### config.mk
export PLATFORM = sky130hd
export DESIGN_NAME = good_bad_send_rate_control
export DESIGN_NICKNAME = d
export VERILOG_FILES = /design/src/rtl/gbsr_pkg.sv /design/src/rtl/good_bad_send_rate_control.sv /design/src/rtl/gbsr_cfg.sv /design/src/rtl/gbsr_core.sv
export SDC_FILE = /design/constraint.sdc
export NUM_CORES = 1
export LEC_CHECK = 0
export ABC_AREA = 1
export BUFFER_PORTS_ARGS = -buffer_cell sky130_fd_sc_hd__buf_2
export CAP_MARGIN = 20
export CORE_MARGIN = 5
export CORE_UTILIZATION = 39
export DETAILED_ROUTE_END_ITERATION = 8
export HOLD_SLACK_MARGIN = 0.08
export SYNTH_ARGS = -nofsm -noshare
export SYNTH_HDL_FRONTEND = slang
export SYNTH_HIERARCHICAL = 1
export SYNTH_SLANG_ARGS = --single-unit
### constraint.sdc
create_clock -name clock -period 4.2 [get_ports clock]
set_input_delay 0.63 -clock clock [delete_from_list [all_inputs] [get_ports clock]]
set_output_delay 0.63 -clock clock [all_outputs]
set_load 0.01 [all_outputs]
### src/rtl/gbsr_pkg.sv
// Package for the good/bad send-rate controller.
// Types, register indexes and reset constants; no dependencies.
package gbsr_pkg;

   localparam int unsigned CsrAddrWidth = 3;

   // register indexes on the csr port
   localparam logic [CsrAddrWidth-1:0] REG_RTT_THRESHOLD = 3'd0;
   localparam logic [CsrAddrWidth-1:0] REG_GOOD_RATE     = 3'd1;
   localparam logic [CsrAddrWidth-1:0] REG_BAD_RATE      = 3'd2;
   localparam logic [CsrAddrWidth-1:0] REG_PENALTY_MIN   = 3'd3;
   localparam logic [CsrAddrWidth-1:0] REG_PENALTY_MAX   = 3'd4;
   localparam logic [CsrAddrWidth-1:0] REG_STABLE_WINDOW = 3'd5;

   localparam logic [15:0] RTT_THRESHOLD_RST = 16'd250;
   localparam logic [7:0]  GOOD_RATE_RST     = 8'd30;
   localparam logic [7:0]  BAD_RATE_RST      = 8'd10;
   localparam logic [15:0] PENALTY_MIN_RST   = 16'd1000;
   localparam logic [15:0] PENALTY_MAX_RST   = 16'd60000;
   localparam logic [15:0] STABLE_WINDOW_RST = 16'd10000;
   localparam logic [15:0] PENALTY_RST       = 16'd4000;

   typedef struct packed {
      logic [15:0] rtt_threshold_ms;
      logic [7:0]  good_rate;
      logic [7:0]  bad_rate;
      logic [15:0] penalty_min_ms;
      logic [15:0] penalty_max_ms;
      logic [15:0] stable_window_ms;
   } cfg_type;

   typedef struct packed {
      logic        mode_good;
      logic [15:0] penalty_time;
      logic [31:0] good_time;
      logic [31:0] relief_time;
   } state_type;

endpackage

### src/rtl/good_bad_send_rate_control.sv
// Good/bad send-rate controller, top level: input register, update, result register.
// A beat passes the input register, then the result register. Throughput: 1 beat per cycle
// unless rsp_tready stalls. The mode/penalty/accumulator update is one short compare-add
// pass; state is registered and fed back so consecutive beats see each other's results.
// Reset (synchronous, active high): bad mode, penalty 4000 ms, accumulators zero,
// configuration registers to their defaults, both channels empty.
module good_bad_send_rate_control
   import gbsr_pkg::*;
(
   input  logic                    clock,
   input  logic                    reset,
   // input channel
   input  logic                    req_tvalid,
   output logic                    req_tready,
   input  logic [31:0]             req_tdata,   // [15:0] elapsed_ms, [31:16] rtt_ms
   // result channel
   output logic                    rsp_tvalid,
   input  logic                    rsp_tready,
   output logic [23:0]             rsp_tdata,   // [7:0] send_rate, [23:8] penalty_now_ms
   output logic                    rsp_tuser,   // [0] mode_good
   // configuration write port
   input  logic                    csr_we,
   input  logic [CsrAddrWidth-1:0] csr_addr,
   input  logic [15:0]             csr_wdata
);

   cfg_type   cfg;
   state_type st_ff, st_in, st_nxt;

   // input register
   logic        in_vld_ff, in_vld_in;
   logic [15:0] elapsed_ff;
   logic [15:0] rtt_ff;

   // result register
   logic        out_vld_ff, out_vld_in;
   logic [7:0]  rate_ff;
   logic [15:0] penalty_ff;
   logic        mode_ff;

   logic advance;   // result register free to take a new beat
   logic step;      // beat in the input register is processed this cycle
   logic req_beat;

   gbsr_cfg u_cfg (
      .clock     (clock),
      .reset     (reset),
      .csr_we    (csr_we),
      .csr_addr  (csr_addr),
      .csr_wdata (csr_wdata),
      .cfg       (cfg)
   );

   gbsr_core u_core (
      .cfg        (cfg),
      .st         (st_ff),
      .elapsed_ms (elapsed_ff),
      .rtt_ms     (rtt_ff),
      .nxt        (st_nxt)
   );

   assign advance    = !out_vld_ff || rsp_tready;
   assign step       = in_vld_ff && advance;
   // input register refills while its beat moves on
   assign req_tready = !in_vld_ff || advance;
   assign req_beat   = req_tvalid && req_tready;

   assign in_vld_in  = req_beat || (in_vld_ff && !advance);
   assign out_vld_in = step || (out_vld_ff && !rsp_tready);
   assign st_in      = step ? st_nxt : st_ff;

   always_ff @(posedge clock) begin
      if (reset) begin
         in_vld_ff          <= 1'b0;
         out_vld_ff         <= 1'b0;
         st_ff.mode_good    <= 1'b0;
         st_ff.penalty_time <= PENALTY_RST;
         st_ff.good_time    <= '0;
         st_ff.relief_time  <= '0;
      end else begin
         in_vld_ff  <= in_vld_in;
         out_vld_ff <= out_vld_in;
         st_ff      <= st_in;
      end
   end

   // payload registers, no reset
   always_ff @(posedge clock) begin
      if (req_beat) begin
         elapsed_ff <= req_tdata[15:0];
         rtt_ff     <= req_tdata[31:16];
      end
      if (step) begin
         rate_ff    <= st_nxt.mode_good ? cfg.good_rate : cfg.bad_rate;
         penalty_ff <= st_nxt.penalty_time;
         mode_ff    <= st_nxt.mode_good;
      end
   end

   assign rsp_tvalid = out_vld_ff;
   assign rsp_tdata  = {penalty_ff, rate_ff};
   assign rsp_tuser  = mode_ff;

   // penalty only moves while in good mode
   assert property (@(posedge clock) disable iff (reset)
      (step && !st_ff.mode_good) |=> $stable(st_ff.penalty_time))
      else $error("penalty changed in bad mode");

   // every mode switch starts the accumulators from zero
   assert property (@(posedge clock) disable iff (reset)
      (st_ff.mode_good != $past(st_ff.mode_good)) |->
      (st_ff.good_time == 32'd0 && st_ff.relief_time == 32'd0))
      else $error("accumulators not cleared on mode switch");

   // a result only appears after a processed beat
   assert property (@(posedge clock) disable iff (reset)
      $rose(out_vld_ff) |-> $past(step))
      else $error("result without a processed beat");

   // state never moves without a beat
   assert property (@(posedge clock) disable iff (reset)
      !step |=> $stable(st_ff))
      else $error("state changed without a beat");

endmodule

### src/rtl/gbsr_cfg.sv
// Configuration register bank of the good/bad send-rate controller.
// Depends on gbsr_pkg.
module gbsr_cfg
   import gbsr_pkg::*;
(
   input  logic                    clock,
   input  logic                    reset,
   input  logic                    csr_we,
   input  logic [CsrAddrWidth-1:0] csr_addr,
   input  logic [15:0]             csr_wdata,
   output cfg_type                 cfg
);

   cfg_type cfg_ff, cfg_in;

   always_comb begin
      cfg_in = cfg_ff;
      if (csr_we) begin
         case (csr_addr)
            REG_RTT_THRESHOLD: cfg_in.rtt_threshold_ms = csr_wdata;
            REG_GOOD_RATE:     cfg_in.good_rate        = csr_wdata[7:0];
            REG_BAD_RATE:      cfg_in.bad_rate         = csr_wdata[7:0];
            REG_PENALTY_MIN:   cfg_in.penalty_min_ms   = csr_wdata;
            REG_PENALTY_MAX:   cfg_in.penalty_max_ms   = csr_wdata;
            REG_STABLE_WINDOW: cfg_in.stable_window_ms = csr_wdata;
            default:           cfg_in = cfg_ff;   // unmapped index, ignored
         endcase
      end
   end

   always_ff @(posedge clock) begin
      if (reset) begin
         cfg_ff.rtt_threshold_ms <= RTT_THRESHOLD_RST;
         cfg_ff.good_rate        <= GOOD_RATE_RST;
         cfg_ff.bad_rate         <= BAD_RATE_RST;
         cfg_ff.penalty_min_ms   <= PENALTY_MIN_RST;
         cfg_ff.penalty_max_ms   <= PENALTY_MAX_RST;
         cfg_ff.stable_window_ms <= STABLE_WINDOW_RST;
      end else begin
         cfg_ff <= cfg_in;
      end
   end

   assign cfg = cfg_ff;

endmodule

### src/rtl/gbsr_core.sv
// Next-state logic of the good/bad send-rate controller: one update per beat.
// Depends on gbsr_pkg.
module gbsr_core
   import gbsr_pkg::*;
(
   input  cfg_type     cfg,
   input  state_type   st,
   input  logic [15:0] elapsed_ms,
   input  logic [15:0] rtt_ms,
   output state_type   nxt
);

   logic        bad_rtt;
   logic [32:0] good_sum;
   logic [32:0] relief_sum;
   logic [31:0] good_sat;
   logic [31:0] relief_sat;
   logic [31:0] good_bad_mode;
   logic [16:0] pen_dbl;
   logic [15:0] pen_half;

   assign bad_rtt    = rtt_ms > cfg.rtt_threshold_ms;
   assign good_sum   = {1'b0, st.good_time} + {17'd0, elapsed_ms};
   assign relief_sum = {1'b0, st.relief_time} + {17'd0, elapsed_ms};
   assign good_sat   = good_sum[32] ? '1 : good_sum[31:0];
   assign relief_sat = relief_sum[32] ? '1 : relief_sum[31:0];
   assign good_bad_mode = bad_rtt ? 32'd0 : good_sat;
   assign pen_dbl    = {st.penalty_time, 1'b0};
   assign pen_half   = {1'b0, st.penalty_time[15:1]};

   always_comb begin
      nxt = st;
      if (st.mode_good) begin
         if (bad_rtt) begin
            nxt.mode_good = 1'b0;
            if ((st.good_time < {16'd0, cfg.stable_window_ms}) &&
                (st.penalty_time < cfg.penalty_max_ms)) begin
               nxt.penalty_time = (pen_dbl > {1'b0, cfg.penalty_max_ms}) ?
                                  cfg.penalty_max_ms : pen_dbl[15:0];
            end
            nxt.good_time   = '0;
            nxt.relief_time = '0;
         end else begin
            nxt.good_time   = good_sat;
            nxt.relief_time = relief_sat;
            if ((relief_sat > {16'd0, cfg.stable_window_ms}) &&
                (st.penalty_time > cfg.penalty_min_ms)) begin
               nxt.penalty_time = (pen_half < cfg.penalty_min_ms) ?
                                  cfg.penalty_min_ms : pen_half;
               nxt.relief_time  = '0;
            end
         end
      end else begin
         // bad mode: enough clean time past the penalty restores good mode
         if (good_bad_mode > {16'd0, st.penalty_time}) begin
            nxt.mode_good   = 1'b1;
            nxt.good_time   = '0;
            nxt.relief_time = '0;
         end else begin
            nxt.good_time = good_bad_mode;
         end
      end
   end

endmodule
==> summary by stage, run 1 <==
Synthesis
Sequential cells were found to cover 29.0% of the synthesized design area. The proportion of register bits with asynchronous set or reset after synthesis is 0%. The prevailing post-synth register cell is sky130_fd_sc_hd__dfxtp_1.

The synthesized netlist devotes 11.5% of its cell area to adder and majority cells. The proportion of synthesized area in mux cells is 0%. The area share of and/or/nand/nor cells after synthesis is 35.8%. Counting flops with a built-in enable in the synthesized netlist gives 57. The netlist uses 56 different library cells. The fraction of the mapped netlist area in compound gates is 11.2%. The net count after synthesis is 2854. Ranked by total cell area, the synthesized netlist is headed by sky130_fd_sc_hd__dfxtp_1 19%, sky130_fd_sc_hd__nand2_1 16%, sky130_fd_sc_hd__ha_1 11%, sky130_fd_sc_hd__edfxtp_1 10%, sky130_fd_sc_hd__nand3_1 8.5%.

Of the total synthesized cell area, the portion taken by XOR and XNOR cells is 1.12%. Synthesis produced 2641 cells. The area of the mapped netlist is 17200 um^2. The number of synthesized register bits is 220. By area, the combinational part of the netlist is dominated by simple AND/OR/NAND/NOR gates. The synthesized design devotes to its leading area cell type 19.0% of total area. Summed over all instances, the cell type with the most area after synthesis is sky130_fd_sc_hd__dfxtp_1. The mean cell area of the mapped netlist is 6.50 um^2.

During synthesis, Yosys emitted a total of 6 warnings.

Timing
The highest attainable clock frequency is 221 MHz. The final max-slew violation count is 0. Setup slack on the critical path of the routed design comes to -0.324 ns. After layout, the worst path uses 108% of the clock period. At the pin with the least slew margin, the transition time is 1.10 ns. The count of final hold-check violations is 0. In the final timing run, aggregate negative setup slack is -19.24 ns. Subtracting the final worst setup slack from the clock period gives 4.52 ns.

Setup repair after global routing could not meet its margin everywhere. The final hold slack is 0.228 ns. Setup violations remaining at the end of the flow were counted as 89. Between clock sinks in the finished design, the worst skew comes to 0.0130 ns.

The relative slew slack is 26.7%.

Layout
The count of filler cells inserted in the layout is 4383. The area of all placed cells without fillers is 21400 um^2. The layout overhead on the synthesized area is 24.8%. The total inserted antenna cells is 0. In the final design database the tool counted 3105 nets. Measured on the finished design, the core utilization comes to 49.5%.

The final instance count without filler cells is 3497. The post-route netlist has 19.9% of its cells at a drive strength greater than 1.

Worst setup path
At the worst endpoint, the required time is 4.53 ns. The nature of the critical path startpoint is a flip-flop. In this run the worst path has a maximum fanout of 7.

On the critical path, the stage with the largest delay is an instance of sky130_fd_sc_hd__edfxtp_1. The slack of the worst reg-to-reg path is -0.32 ns. The arrival time of the worst setup path is 4.85 ns. The category of the critical setup timing path is reg -> reg. On the worst path, the slowest cell contributes a delay of 0.42 ns. The endpoint kind of the worst setup timing path is a flip-flop.

Global routing
Entering global routing, the biggest net connects 112 pins. Global routing used 22.4% of the available tracks. The initial antenna violation count came to 1. The total overflow left after global routing is 0. The global-route wire length before repair is 87500 um.

The via count of the first global-routing pass was 16600.

Clock network
In this run the number of H-tree levels came out at 1. TritonCTS created 26 clock buffers. The clock tree from TritonCTS is done. In this run the clock root is driven by a sky130_fd_sc_hd__clkbuf_16. After clock tree synthesis, the clock-pin slew on the worst setup and hold paths is 0.07 ns. For this design, the CTS-stage hold fixing added 0 buffers.

At the later pin of the worst-skew pair, clock insertion delay measures 0.57 ns. The clock net in this run drives a total of 220 sinks. No sink is reached through more buffers than the 3 on the longest clock path.

Power and ir drop
The power per unit of standard cell area is 335 nW/um^2. The total leakage power is 10.4 nW. The worst-case IR drop observed on VDD is 0.311 mV.

Total power for the finished layout comes to 7.17 mW.

Floorplan
The floorplan die width is 220 um. The die boundary height is 220 um. The row count is 76. The die covers 48300 um^2. The number of top-level pins is 83. The effective utilization at floorplan is 39.7%. In this run the standard cell core region covers 43300 um^2.

Placed design
The wire-length estimate of the detail-placed layout is 42000 um. Including well taps, the total number of placed cells is 3398. Summing all placed instances gives a cell area of 19200 um^2. Input and output buffers added on the ports amount to 82. Before CTS, the worst setup slack after placement is -0.556 ns. The global placer's final weighted congestion is 0.923.

Status
The flow ran to the end, but the final reports show violations. The final reports fail on setup timing.

Drt
In the routed design, unresolved DRC markers number 0. The average wire per cell in the routed design is 16.3 um. Using the TritonRoute via totals, the vias-per-cell ratio works out to 5.12. The detailed-routing iteration count for the pre-antenna-repair pass is 6.

Wires add up to 57100 um. The vias after detailed routing is 17900. The count of nets left with antenna violations after detail routing is 0. The DRC marker count from the first detailed-route iteration is 1486.

Run
The number of max-capacitance violations reported is 0.

Hold path
The tightest min-delay check is of the in -> reg type.
-- power by group --
group | switching (mW) | internal, mW
clock network | 0.968 | 1.35
logic | 1.37 | 1.03
registers | 0.146 | 2.31
-- final cells by class --
class	instances	area, um^2	area share [%]
clock buffer	39	741	3.46
clock inverter	9	126	0.590
inverter	351	1330	6.20
multi-input combinational	1965	11000	51.2
sequential	220	4980	23.2
tap	585	732	3.42
timing repair buffer	327	2530	11.8
timing repair inverter	1	6.26	0.0292
-- cell usage after synthesis (8+ instances only) --
cell type	instances
sky130_fd_sc_hd__o211ai_1	11
sky130_fd_sc_hd__nand2_2	14
sky130_fd_sc_hd__o21ai_1	12
sky130_fd_sc_hd__nand2_1	729
sky130_fd_sc_hd__nand4_1	28
sky130_fd_sc_hd__o21ai_0	94
sky130_fd_sc_hd__inv_1	345
sky130_fd_sc_hd__clkbuf_1	34
sky130_fd_sc_hd__xnor2_1	8
sky130_fd_sc_hd__a21oi_2	11
sky130_fd_sc_hd__a21oi_1	185
sky130_fd_sc_hd__dfxtp_1	163
sky130_fd_sc_hd__nor3_1	18
sky130_fd_sc_hd__nand3_1	292
sky130_fd_sc_hd__edfxtp_1	57
sky130_fd_sc_hd__buf_2	28
sky130_fd_sc_hd__nor2_2	10
sky130_fd_sc_hd__xor2_1	14
sky130_fd_sc_hd__nor4_1	8
sky130_fd_sc_hd__buf_4	9
sky130_fd_sc_hd__nor2_1	290
sky130_fd_sc_hd__buf_6	22
sky130_fd_sc_hd__ha_1	155
sky130_fd_sc_hd__buf_1	11
sky130_fd_sc_hd__or2_2	17
-- path summary, 6_finish.rpt --
check,start,endpoint,cells past startpoint
setup / recovery,elapsed_ff[0],penalty_ff[14],28
hold reg to reg,u_cfg/cfg[9],u_cfg/cfg[9],2
setup reg to reg,elapsed_ff[0],penalty_ff[14],28
hold / removal,req_tdata[14],elapsed_ff[14],1
-- per-layer routing --
layer	GRT usage, %	up-vias	share of wire, %
met4	7.41	0	3.8
met3	2.97	123	5.8
met2	37.4	506	46
met1	29.9	8225	44
li1	-	9066	-
met5	0	-	0
-- layout by cell type (no fill, tap or decap), types with 9 or more instances in the layout --
cell	netlist	layout
sky130_fd_sc_hd__clkbuf_1	34	10
sky130_fd_sc_hd__nand3_1	292	276
sky130_fd_sc_hd__nand4_1	28	28
sky130_fd_sc_hd__clkbuf_16	0	30
sky130_fd_sc_hd__buf_6	22	11
sky130_fd_sc_hd__nand3_2	4	16
sky130_fd_sc_hd__o211ai_1	11	11
sky130_fd_sc_hd__dfxtp_1	163	162
sky130_fd_sc_hd__ha_4	0	20
sky130_fd_sc_hd__o21ai_0	94	51
sky130_fd_sc_hd__a21oi_2	11	23
sky130_fd_sc_hd__nor3_1	18	14
sky130_fd_sc_hd__edfxtp_1	57	57
sky130_fd_sc_hd__nand2_1	729	686
sky130_fd_sc_hd__a21oi_1	185	173
sky130_fd_sc_hd__o21ai_1	12	38
sky130_fd_sc_hd__nor2_1	290	286
sky130_fd_sc_hd__ha_1	155	134
sky130_fd_sc_hd__xor2_1	14	14
sky130_fd_sc_hd__buf_4	9	217
sky130_fd_sc_hd__buf_2	28	82
sky130_fd_sc_hd__inv_2	5	11
sky130_fd_sc_hd__nand2_2	14	51
sky130_fd_sc_hd__o21ai_2	2	18
sky130_fd_sc_hd__inv_1	345	337
sky130_fd_sc_hd__or2_2	17	9
sky130_fd_sc_hd__nor2_2	10	14
-- state kept, by name, summed over array words and instances (netlist names) --
| register | cells |
|---|---|
| rtt_ff | 16 |
| penalty_ff | 16 |
| rsp_tuser | 1 |
| in_vld_ff | 1 |
| elapsed_ff | 16 |
| u_cfg/cfg | 80 |
| rate_ff | 8 |
| st_ff | 81 |
| rsp_tvalid | 1 |
-- cells by family (layout without fill, tap and decap cells) --
kind of cell,after synthesis,count (layout)
simple gates,1438,1438
buf+inv,456,727
compound gates,348,348
flops,220,220
fa+ha+maj,157,157
xor+xnor,22,22
-- worst max-delay path: cells and delay by family (launching register included) --
kind                       cells  cell delay [ns]
AOI/OAI and AO/OA              2             0.17
adders and majority gates      3             0.79
buffers and inverters          5             0.58
DFF                            1             0.42
and+or+nand+nor               18             2.31
-- repair_timing --
action	in CTS	in global routing
setup buffers	24	19
endpoints found under the setup margin	90	90
gates resized for setup	107	116
gates cloned	3	4
pin swaps	21	37
No activity file was read; power rests on OpenSTA's default activity.
==> run 2, diff against run 1 <==
Settings changed: ABC_AREA 1 to unset.
==> run 2 against run 1 <==
  * The flow still finishes with violations (setup timing)
  * Combinational power decreased by 50%
  * Global-route usage is 1.3 points lower
  * Via count decreased by 17%
  * Maximum frequency shrank 14%
  * Wire length down 9.7%
  * Clock skew up 0.012 ns
  * Clock power is 3% higher
  * Sequential share of layout area is 0.11 points higher
  * Synthesized area decreased by 4.2%
  * Synthesized cell count decreased by 30%
  * Die area decreased by 4.0%
  * Critical path type unchanged
  * Critical endpoint is now st_ff[25]
  * Largest cell class unchanged
  * Highest routed layer unchanged
==> summary by stage, run 2 <==
Worst setup path
The signal on the critical path passes through buf_6 -> ha_4 -> o211ai_1 -> o211ai_1 -> nand3_2 -> and2_4 -> nor3_4 -> o21a_1 -> ha_4 -> nor2b_1 -> o21a_1 -> o211ai_1 -> a31oi_2 -> o21ai_2 -> nand4_1 -> or4_4 -> o32ai_4 -> buf_6 -> clkbuf_16 -> a31oi_1 -> o22ai_1 -> nand2b_1 -> mux2i_1. The largest individual stage delay along the critical path comes from the cell sky130_fd_sc_hd__or4_4. In this design, the critical path's most frequently occurring cell is sky130_fd_sc_hd__o211ai_1.

The worst setup path is launched from a flip-flop. The worst setup path is of the reg -> reg kind. In this run the worst path has a maximum fanout of 7. In this design, the stage delay of the slowest critical-path cell is 0.61 ns. STA classifies the critical path endpoint as a flip-flop. The arrival time of the worst setup path is 5.74 ns. The worst path required time is 4.69 ns.

Synthesis
The library cell with the highest instance count after synthesis is sky130_fd_sc_hd__nand2b_1. By count the netlist is led by 224 x sky130_fd_sc_hd__nand2b_1, 182 x sky130_fd_sc_hd__mux2i_1, 163 x sky130_fd_sc_hd__dfxtp_1, 155 x sky130_fd_sc_hd__ha_1, 131 x sky130_fd_sc_hd__nor2_1. After synthesis the cells add up to 16400 um^2.

The portion of synthesized cell area occupied by the leading cell type is 19.8%. In the post-synthesis netlist, the biggest area contributors are sky130_fd_sc_hd__dfxtp_1 20%, sky130_fd_sc_hd__ha_1 12%, sky130_fd_sc_hd__mux2i_1 11%, sky130_fd_sc_hd__edfxtp_1 10%, sky130_fd_sc_hd__nand2b_1 8.5%. The number of flops mapped to enable cells by yosys is 57. The number of synthesized register bits is 220. Among all flip-flop cells after synthesis, the most frequent one is sky130_fd_sc_hd__dfxtp_1.

The net count after synthesis is 2066. The cell count after synthesis is 1853. The library cell occupying the most area in the post-synthesis netlist is sky130_fd_sc_hd__dfxtp_1. The share of the Yosys chip area taken by registers is 30.3%.

The warning count from the yosys run is 6. For this run, asynchronously set or reset flops after synthesis account for 0%. After synthesis, the netlist uses 91 different library cells. The mean cell area of the mapped netlist is 8.87 um^2.

Floorplan
The total area inside the core boundary comes to 41900 um^2. The row count is 75. The die boundary height is 215 um. The effective utilization at floorplan is 39.3%.

In this run the count of I/O pins placed on the die edge is 83. The floorplan die width is 215 um. The overall die area is 46400 um^2.

Clock network
In this run the deepest clock path goes through 3 buffers. The number of levels the H-tree was split into is 1. TritonCTS built the clock tree. The clock edge transition at the registers on the reported setup and hold paths is 0.06 ns.

The root cell of the clock tree is sky130_fd_sc_hd__clkbuf_16. The count of hold buffers inserted by post-cts repair is 0. The latest clock arrival within the worst-skew pair is 0.58 ns. The number of sinks on the clock net is 220. Buffers inserted during clock tree synthesis total 28.

Global routing
The via count of the first global-routing pass is 14500. The initial antenna violation count was 0. The first global-routing pass estimated 80000 um of wire. The leftover overflow at the end of global routing is 0.

Entering global routing, the biggest net connects 125 pins. For this run, the total global-route usage over all layers was measured as 21.1%.

Layout
The final layout net count is 2385. The most common cell after layout, fill and taps aside is sky130_fd_sc_hd__buf_4. The filler cells instantiated in the layout total 3921.

st_ff holds more flip-flops than any other register. At the end of the flow the core is filled with cells to 50.9%. Of the cells placed in the final design, the portion with a size suffix greater than 1 is 26.9%. The total inserted antenna cells is 0. In the layout the commonest cells are 282 x sky130_fd_sc_hd__buf_4, 224 x sky130_fd_sc_hd__nand2b_1, 182 x sky130_fd_sc_hd__mux2i_1, 163 x sky130_fd_sc_hd__dfxtp_1, 137 x sky130_fd_sc_hd__ha_1. The flip-flop count of the largest register after layout is 81. The layout overhead on the synthesized area is 29.5%.

Drt
The first detailed-routing pass took 5 iterations. The overall routed net length is 51600 um. The count of nets left with antenna violations after detail routing is 0. The total length of routed met3 wires is 3070 um.

The vias per cell is 5.42. The average wire per cell in the routed design is 18.9 um. After the first detailed-routing iteration, the DRC count stood at 1052. For this block, the via count after detailed routing is 14800. The residual DRC count is 0. Signal routing reaches up to met4. For this block, wires on met1 add up to 24200 um. The met2 routed wirelength is 23300 um.

Timing
The final critical path time including I/O delays and setup is 5.25 ns. The final max-slew violation count is 0. The post-route worst setup slack is -1.05 ns. Setup violations remaining at the end of the flow were counted as 101. The worst pin sits at a relative slew slack of 34.0%. Setup repair after global routing could not meet its margin everywhere. Derived from the worst setup path, the maximum achievable clock frequency is 190 MHz. The post-route clock skew is 0.0248 ns.

The transition time at the pin with the least slew margin is 0.988 ns. The share of the cycle needed by the critical path after routing is 125%. The count of final hold-check violations is 0.

Placed design
Buffers placed on the I/O ports in this run total 82. The estimated wirelength of the detail-placed design is 38000 um. The minimum setup slack after placement is -1.60 ns. The global placer's final weighted congestion is 0.931.

Power and ir drop
The worst-case vdd ir drop is 0.343 mV. The total leakage power is 9.22 nW. Dividing total power by cell area gives a power density of 275 nW/um^2.

Run
The number of max-capacitance violations reported is 0.

Status
The checks that failed: setup timing. The run finished, with violations left.

Hold path
The class of the tightest hold or removal check is in -> reg.
## run 2: per-layer routing
layer  global-route usage (%)  vias up
li1                         -     7295
met1                     29.8     7023
met2                     34.1      423
met3                     3.52       65
met4                     4.33        0
met5                        0        -
## run 2: timing repair
action | in CTS | in global routing
pin swaps | 39 | 45
gates cloned | 3 | 2
gates resized for setup | 72 | 85
setup buffers | 29 | 11
endpoints found under the setup margin | 101 | 102
## run 2: area by class of cell
| class | instances | area (um^2) | area share [%] |
|---|---|---|---|
| Clock buffer | 40 | 796 | 3.74 |
| Clock inverter | 11 | 110 | 0.517 |
| Inverter | 98 | 368 | 1.73 |
| Multi-Input combinational cell | 1424 | 11300 | 53.0 |
| Sequential cell | 220 | 4970 | 23.4 |
| Tap cell | 539 | 674 | 3.17 |
| Timing Repair Buffer | 400 | 3090 | 14.5 |
## run 2: cells by family (layout without fill, tap and decap cells)
group / count (synthesis) / count (layout) / synth area share, %
xor gates and xnor gates: 40 / 40 / 2.13
adders and majority gates: 157 / 157 / 12.0
muxes: 193 / 193 / 11.9
buffers and inverters: 210 / 549 / 6.08
and+or+nand+nor: 636 / 636 / 21.3
AOI/OAI and AO/OA: 397 / 398 / 16.4
DFF: 220 / 220 / 30.3
## run 2: path summary, 6_finish.rpt
kind,startpoint,to,slack [ns],cells after the start
hold / removal,req_tdata[26],rtt_ff[10],0.23,1
setup / recovery,elapsed_ff[4],st_ff[25],-1.05,23
hold reg to reg,u_cfg/cfg[6],u_cfg/cfg[6],0.48,2
setup reg to reg,elapsed_ff[4],st_ff[25],-1.05,23
## run 2: per-stage QoR
step	cell area [um^2]	power (mW)	hold slack, ns	cells	setup TNS [ns]
after floorplan	16600	2.91	0.445	1853	-43.57
after global placement	19200	3.25	0.457	2635	-124.05
after detailed placement	19200	3.26	0.469	2635	-131.70
after CTS	20700	5.78	0.201	2718	-83.40
after global routing	21300	6.09	0.199	2732	-112.85
final	21300	5.85	0.230	2732	-94.58
## run 2: critical path: cells and delay by family, from the launching register on
kind	cells	cell delay [ns]
adder cells (fa/ha/maj)	2	0.48
flip-flops	1	0.43
AND/OR/NAND/NOR	7	1.65
buffers and inverters	3	0.45
AO/OA/AOI/OAI	10	2.03
multiplexers	1	0.12
## run 2: where the power goes
group          switching, mW  internal (mW)  leakage (nW)
Combinational          0.603          0.587          6.92
Clock                  0.998           1.38         0.451
Sequential            0.0429           2.24          1.85
